## src/design/trv_pkg.sv

```systemverilog
package trv_pkg;

   localparam int LEN_A = 93;
   localparam int LEN_B = 84;
   localparam int LEN_C = 111;
   localparam int KEY_BITS = 80;
   localparam int ROUNDS_PER_BYTE = 8;

   localparam logic KIND_INIT = 1'b0;
   localparam logic KIND_DATA = 1'b1;

   localparam logic [1:0] CSR_KEY_LOW  = 2'd0;
   localparam logic [1:0] CSR_KEY_HIGH = 2'd1;
   localparam logic [1:0] CSR_IV_LOW   = 2'd2;
   localparam logic [1:0] CSR_IV_HIGH  = 2'd3;

   typedef struct packed {
      logic [LEN_A-1:0] a;
      logic [LEN_B-1:0] b;
      logic [LEN_C-1:0] c;
   } state_type;

   typedef struct packed {
      logic load;
      logic step8;
      logic step1;
      logic emit;
   } cmd_type;

   typedef struct packed {
      logic out_valid;
   } sts_type;

   function automatic logic trv_z(input state_type s);
      return s.a[65] ^ s.a[92] ^ s.b[68] ^ s.b[83] ^ s.c[65] ^ s.c[110];
   endfunction

   function automatic state_type trv_round(input state_type s);
      logic ta;
      logic tb;
      logic tc;
      logic fa;
      logic fb;
      logic fc;
      state_type n;
      ta = s.a[65] ^ s.a[92];
      tb = s.b[68] ^ s.b[83];
      tc = s.c[65] ^ s.c[110];
      fa = ta ^ (s.a[90] & s.a[91]);
      fb = tb ^ (s.b[81] & s.b[82]);
      fc = tc ^ (s.c[108] & s.c[109]);
      n.a = {s.a[LEN_A-2:0], fc ^ s.a[68]};
      n.b = {s.b[LEN_B-2:0], fa ^ s.b[77]};
      n.c = {s.c[LEN_C-2:0], fb ^ s.c[86]};
      return n;
   endfunction

endpackage

```

## src/design/trivium_stream_cipher.sv

```systemverilog
// Data request: result registered on the next edge; one byte per cycle
// while the result side keeps up (eight rounds unrolled in one datapath step).
// Init request: warm-up of floor(WARMUP_ROUNDS/8) eight-round steps plus
// WARMUP_ROUNDS%8 single rounds, no requests taken meanwhile.
// Synchronous active-high reset clears cipher state, key/IV registers and output valid;
// data before any init passes through unchanged.
module trivium_stream_cipher
   import trv_pkg::*;
#(
   parameter int WARMUP_ROUNDS = 1152
) (
   input  logic        clock,
   input  logic        reset,
   input  logic        req_tvalid,
   output logic        req_tready,
   input  logic [7:0]  req_tdata,   // data_in
   input  logic        req_tuser,   // kind
   input  logic        req_tlast,
   output logic        rsp_tvalid,
   input  logic        rsp_tready,
   output logic [7:0]  rsp_tdata,   // data_out
   output logic        rsp_tlast,
   input  logic        csr_we,
   input  logic [1:0]  csr_idx,
   input  logic [63:0] csr_wdata
);

   cmd_type cmd;
   sts_type sts;

   trv_ctrl #(
      .WARMUP_ROUNDS(WARMUP_ROUNDS)
   ) u_ctrl (
      .clock      (clock),
      .reset      (reset),
      .req_tvalid (req_tvalid),
      .req_kind   (req_tuser),
      .rsp_tready (rsp_tready),
      .sts        (sts),
      .req_tready (req_tready),
      .cmd        (cmd)
   );

   trv_core u_core (
      .clock      (clock),
      .reset      (reset),
      .cmd        (cmd),
      .sts        (sts),
      .csr_we     (csr_we),
      .csr_idx    (csr_idx),
      .csr_wdata  (csr_wdata),
      .req_data   (req_tdata),
      .req_last   (req_tlast),
      .rsp_tready (rsp_tready),
      .rsp_tvalid (rsp_tvalid),
      .rsp_data   (rsp_tdata),
      .rsp_last   (rsp_tlast)
   );

endmodule

```

## src/design/trv_ctrl.sv

```systemverilog
module trv_ctrl
   import trv_pkg::*;
#(
   parameter int WARMUP_ROUNDS = 1152
) (
   input  logic    clock,
   input  logic    reset,
   input  logic    req_tvalid,
   input  logic    req_kind,
   input  logic    rsp_tready,
   input  sts_type sts,
   output logic    req_tready,
   output cmd_type cmd
);

   localparam int CW_RAW = $clog2(WARMUP_ROUNDS + 1);
   localparam int CW = (CW_RAW > 4) ? CW_RAW : 4;

   localparam logic ST_IDLE = 1'b0;
   localparam logic ST_WARM = 1'b1;

   logic          state_ff;
   logic          state_in;
   logic [CW-1:0] cnt_ff;
   logic [CW-1:0] cnt_in;
   logic          accept;
   logic          big_step;

   assign req_tready = !reset && (state_ff == ST_IDLE) && (!sts.out_valid || rsp_tready);
   assign accept     = req_tvalid && req_tready;
   assign big_step   = cnt_ff >= CW'(ROUNDS_PER_BYTE);

   always_comb begin
      state_in  = state_ff;
      cnt_in    = cnt_ff;
      cmd       = '0;
      case (state_ff)
         ST_IDLE: begin
            if (accept && req_kind == KIND_INIT) begin
               cmd.load = 1'b1;
               cnt_in   = CW'(WARMUP_ROUNDS);
               state_in = ST_WARM;
            end else if (accept) begin
               cmd.emit = 1'b1;
            end
         end
         ST_WARM: begin
            if (big_step) begin
               cmd.step8 = 1'b1;
               cnt_in    = cnt_ff - CW'(ROUNDS_PER_BYTE);
            end else begin
               cmd.step1 = 1'b1;
               cnt_in    = cnt_ff - CW'(1);
            end
            if (cnt_in == '0) begin
               state_in = ST_IDLE;
            end
         end
         default: begin
            state_in = ST_IDLE;
         end
      endcase
   end

   always_ff @(posedge clock) begin
      if (reset) begin
         state_ff <= ST_IDLE;
         cnt_ff   <= '0;
      end else begin
         state_ff <= state_in;
         cnt_ff   <= cnt_in;
      end
   end

endmodule

```

## src/design/trv_core.sv

```systemverilog
module trv_core
   import trv_pkg::*;
(
   input  logic        clock,
   input  logic        reset,
   input  cmd_type     cmd,
   output sts_type     sts,
   input  logic        csr_we,
   input  logic [1:0]  csr_idx,
   input  logic [63:0] csr_wdata,
   input  logic [7:0]  req_data,
   input  logic        req_last,
   input  logic        rsp_tready,
   output logic        rsp_tvalid,
   output logic [7:0]  rsp_data,
   output logic        rsp_last
);

   state_type   state_ff;
   state_type   state_in;
   state_type   loaded;
   state_type   chain [0:ROUNDS_PER_BYTE];
   logic [ROUNDS_PER_BYTE-1:0] ks;
   logic [63:0] key_low_ff;
   logic [15:0] key_high_ff;
   logic [63:0] iv_low_ff;
   logic [15:0] iv_high_ff;
   logic [KEY_BITS-1:0] key80;
   logic [KEY_BITS-1:0] iv80;
   logic        out_valid_ff;
   logic        out_valid_in;
   logic [7:0]  out_data_ff;
   logic        out_last_ff;

   assign key80 = {key_high_ff, key_low_ff};
   assign iv80  = {iv_high_ff, iv_low_ff};

   always_comb begin
      loaded = '0;
      for (int i = 0; i < KEY_BITS; i++) begin
         loaded.a[i] = key80[KEY_BITS-1-i];
         loaded.b[i] = iv80[KEY_BITS-1-i];
      end
      loaded.c[LEN_C-1] = 1'b1;
      loaded.c[LEN_C-2] = 1'b1;
      loaded.c[LEN_C-3] = 1'b1;
   end

   always_comb begin
      chain[0] = state_ff;
      for (int i = 0; i < ROUNDS_PER_BYTE; i++) begin
         ks[i]      = trv_z(chain[i]);
         chain[i+1] = trv_round(chain[i]);
      end
   end

   always_comb begin
      if (cmd.load) begin
         state_in = loaded;
      end else if (cmd.step8 || cmd.emit) begin
         state_in = chain[ROUNDS_PER_BYTE];
      end else if (cmd.step1) begin
         state_in = chain[1];
      end else begin
         state_in = state_ff;
      end
   end

   assign out_valid_in = cmd.emit || (out_valid_ff && !rsp_tready);

   always_ff @(posedge clock) begin
      if (reset) begin
         state_ff     <= '0;
         out_valid_ff <= 1'b0;
      end else begin
         state_ff     <= state_in;
         out_valid_ff <= out_valid_in;
      end
   end

   always_ff @(posedge clock) begin
      if (cmd.emit) begin
         out_data_ff <= req_data ^ ks;
         out_last_ff <= req_last;
      end
   end

   always_ff @(posedge clock) begin
      if (reset) begin
         key_low_ff  <= '0;
         key_high_ff <= '0;
         iv_low_ff   <= '0;
         iv_high_ff  <= '0;
      end else if (csr_we) begin
         case (csr_idx)
            CSR_KEY_LOW:  key_low_ff  <= csr_wdata;
            CSR_KEY_HIGH: key_high_ff <= csr_wdata[15:0];
            CSR_IV_LOW:   iv_low_ff   <= csr_wdata;
            CSR_IV_HIGH:  iv_high_ff  <= csr_wdata[15:0];
            default: ;
         endcase
      end
   end

   assign sts.out_valid = out_valid_ff;
   assign rsp_tvalid    = out_valid_ff;
   assign rsp_data      = out_data_ff;
   assign rsp_last      = out_last_ff;

endmodule

```

## config.mk

```make
export PLATFORM = sky130hd
export DESIGN_NAME = trivium_stream_cipher
export DESIGN_NICKNAME = d
export VERILOG_FILES = /design/src/design/trv_pkg.sv /design/src/design/trivium_stream_cipher.sv /design/src/design/trv_ctrl.sv /design/src/design/trv_core.sv
export SDC_FILE = /design/constraint.sdc
export NUM_CORES = 1
export LEC_CHECK = 0
export ABC_AREA = 1
export BUFFER_PORTS_ARGS = -buffer_cell sky130_fd_sc_hd__buf_4
export CELL_PAD_IN_SITES_DETAIL_PLACEMENT = 0
export CELL_PAD_IN_SITES_GLOBAL_PLACEMENT = 1
export CORE_MARGIN = 3
export CORE_UTILIZATION = 50
export CTS_CLUSTER_DIAMETER = 30
export CTS_CLUSTER_SIZE = 24
export DETAILED_ROUTE_END_ITERATION = 7
export MAX_ROUTING_LAYER = met4
export PLACE_DENSITY = 0.84
export SYNTH_ARGS = -nofsm -noshare
export SYNTH_HDL_FRONTEND = slang
export SYNTH_SLANG_ARGS = --single-unit
export TNS_END_PERCENT = 5
```

## constraint.sdc

```tcl
create_clock -name clock -period 4.25 [get_ports clock]
set_clock_uncertainty 0.1 [all_clocks]
set_input_delay 1.275 -clock clock [delete_from_list [all_inputs] [get_ports clock]]
set_output_delay 1.275 -clock clock [all_outputs]
set_load 0.1 [all_outputs]
```

==> flow_metrics.tcl <==
set metrics [dict create \
    p_leak_nw 10.3 \
    hold_buffers 0 \
    ys_seq_area_share_pct 44.4 \
    cts-root-buf "clkbuf_16" \
    reg2reg_slack_ns 1.23 \
    htree_levels 3 \
    final_core_util_pct 61.9 \
    drv_cap 0 \
    reg2regPathDepth 9 \
    p_sw_share_pct 25.1 \
    yosys_register_bits 470 \
    start_kind "input pin" \
    min_period_ns 3.38 \
    criticalPathCategory "in2out" \
    final_cell_mix "dfxtp_1, nor2_1, nand2_1" \
    syn_inst 2754 \
    ios 92 \
    nets 2853 \
    grt_max_degree 127 \
    endpoint_kind "output port" \
    required_ns 2.87 \
    syn_nets 2838 \
    die_w_um 213 \
    arrival_ns 2.01 \
    clkTransAtPathRegs_ns 0.05 \
    cts_setup_buffers 0 \
    antenna_found_initial 0 \
    p_sw_mw 3.77 \
    cp_max_fo 3 \
    multi_input_area_um2 10100 \
    slowest_stage "buf_4" \
    max_slew_margin_pct 30.6 \
    power.density_nw_per_um2 576 \
    portBuffers 91 \
    cts_resized 0 \
    max_freq_ghz 0.296 \
    avgSynthCellArea_um2 7.77 \
    routed_wl_um 65000 \
    hold_violations 0 \
    synthMuxAreaShare_pct 4.26 \
    ir_worst_vdd_v 0.000546 \
    p_seq_share_pct 32.3 \
    p_comb_share_pct 9.6 \
    whs_path_depth 2 \
    setup_viol 0 \
    power.share.clock_pct 58.1 \
    vias 19552 \
    slew_violations 0 \
    drc 0 \
    cts_sinks 470 \
    final_common_cell "dfxtp_1" \
    cts_tree "yes" \
    antenna_cells 0 \
    yosys.area_share.adder_pct 0.175 \
    insertion_delay_ns 0.63 \
    synth_compound_area_share_pct 25.3 \
    worstHoldPathType "reg2reg" \
    status "finished clean" \
    setup_tns_ns 0 \
    grt_pass1_wl_um 103000 \
    grt_pass1_vias 18579 \
    ys.warnings.count 0 \
    die_y_um 213 \
    rsz0062_at_grt "no" \
    cpPeakStageDelay_ns 0.32 \
    vias_per_cell 5.76 \
    cts_buffers 103 \
    regArea_um2 9500 \
    drt_first_pass_iters 6 \
    yosys.area_share.xor_xnor_pct 4.05 \
    min_period_over_period_pct 79.6 \
    synthSimpleGateAreaFrac_pct 13.3 \
    power.internal_mw 11.3 \
    initial_core_util_pct 50.8 \
    core_um2 42100 \
    nFillCells 3746 \
    ant_nets 0 \
    rows 75 \
    synth_top_family_by_area "compound AO/OA/AOI/OAI gates" \
    cp_cell_sequence "buf_4 > inv_1 > nand2_1 > nand2_1 > nor2_1 > buf_4" \
    tightest_slew_ns 1.04 \
    first_iter_violations 1817 \
    grtUsageTotal_pct 29.0 \
    place_congestion 0.902 \
    synth_area_um2 21400 \
    dp_hpwl_um 40200 \
    die_area_um2 45300 \
    drive_above_1_share_pct 11.6 \
    overflow 0 \
    ys_types 35 \
    cts_buffer_depth 3 \
    routedWlPerCell_um 19.1 \
    area_delta_synth_final_pct 21.9 \
]
[through the flow]
stage               cell area, um2  power (mW)  setup slack, ns  instances  hold slack (ns)
CTS                          26100        15.1            0.868       3397            0.359
finish                       26100        15.0            0.867       3397            0.359
global placement             22200        6.33            0.750       3203            0.348
detailed placement           22200        6.36            0.629       3203            0.354
global route                 26100        15.5            0.818       3397            0.385
floorplan                    21400        5.91           0.0952       2754            0.341
[routing by layer]
metal  part of all wire [%]  vias up  global-route usage [%]
met1                     46     9366                    39.2
met3                    5.5      120                    4.42
met4                    2.6        0                    9.36
li1                       -     9440                       -
met2                     46      626                    44.9
met5                      0        -                       -
[sequential cells by signal (all words and copies together), names as in the netlist]
signal and flops:
u_core.iv_high_ff 16, u_core.chain 288, u_ctrl.state_ff 1, u_core.rsp_tvalid 1, u_core.rsp_last 1, u_core.rsp_data 8
u_core.key_high_ff 16, u_core.iv_low_ff 64, u_ctrl.cnt_ff 11, u_core.key_low_ff 64
[worst max-delay path, delay by kind of cell]
family                 cells  cell delay [ns]
buffers and inverters      3             0.43
AND/OR/NAND/NOR            3             0.31
[cells in the mapped netlist (all sizes together)]
cell,instances,area share [%]
dfxtp,461,43
nor2,332,6.0
nand2,322,5.7
o21ai,318,7.4
a21oi,305,7.1
inv,226,4.0
a22oi,146,5.1
o211ai,143,5.0
clkbuf,136,2.4
mux2i,91,4.3
buf,79,2.1
nand3,61,1.4
xor2,61,2.5
xnor2,38,1.6
edfxtp,9,1.3
o22ai,7,0.20
a21boi,5,0.18
a31oi,3,0.088
ha,3,0.18
nand4,3,0.12
o221ai,2,0.082
clkinv,1,0.018
nand3b,1,0.035
nor3,1,0.023
[area by class of cell]
| type | instances | area share (%) |
|---|---|---|
| Multi-Input combinational cell | 1842 | 38.7 |
| Sequential cell | 470 | 36.4 |
| Inverter | 227 | 3.29 |
| Clock inverter | 63 | 3.72 |
| Clock buffer | 131 | 11.1 |
| Timing Repair Buffer | 125 | 4.19 |
| Tap cell | 539 | 2.59 |
[final timing paths]
check,start,end
hold / removal,u_core.iv_high_ff[9],u_core.iv_high_ff[9]
hold reg to reg,u_core.iv_high_ff[9],u_core.iv_high_ff[9]
setup / recovery,rsp_tready,req_tready
setup reg to reg,u_ctrl.cnt_ff[3],u_core.chain[109]
[power by group through the flow]
stage	logic [mW]	registers, mW	clock network, mW
after CTS	1.44	4.84	8.83
after floorplan	1.02	4.89	0
after global routing	1.61	4.87	9.07
final	1.45	4.85	8.73
after detailed placement	1.43	4.92	0
after global placement	1.41	4.92	0
[cell families (layout without fill, tap and decap cells)]
kind of cell,count (synthesis),after routing
xor+xnor,99,99
mux,91,91
compound gates,929,929
simple gates,720,720
buf+inv,442,546
fa+ha+maj,3,3
flops,470,470
Note: power is estimated with default switching activity, not from simulation.
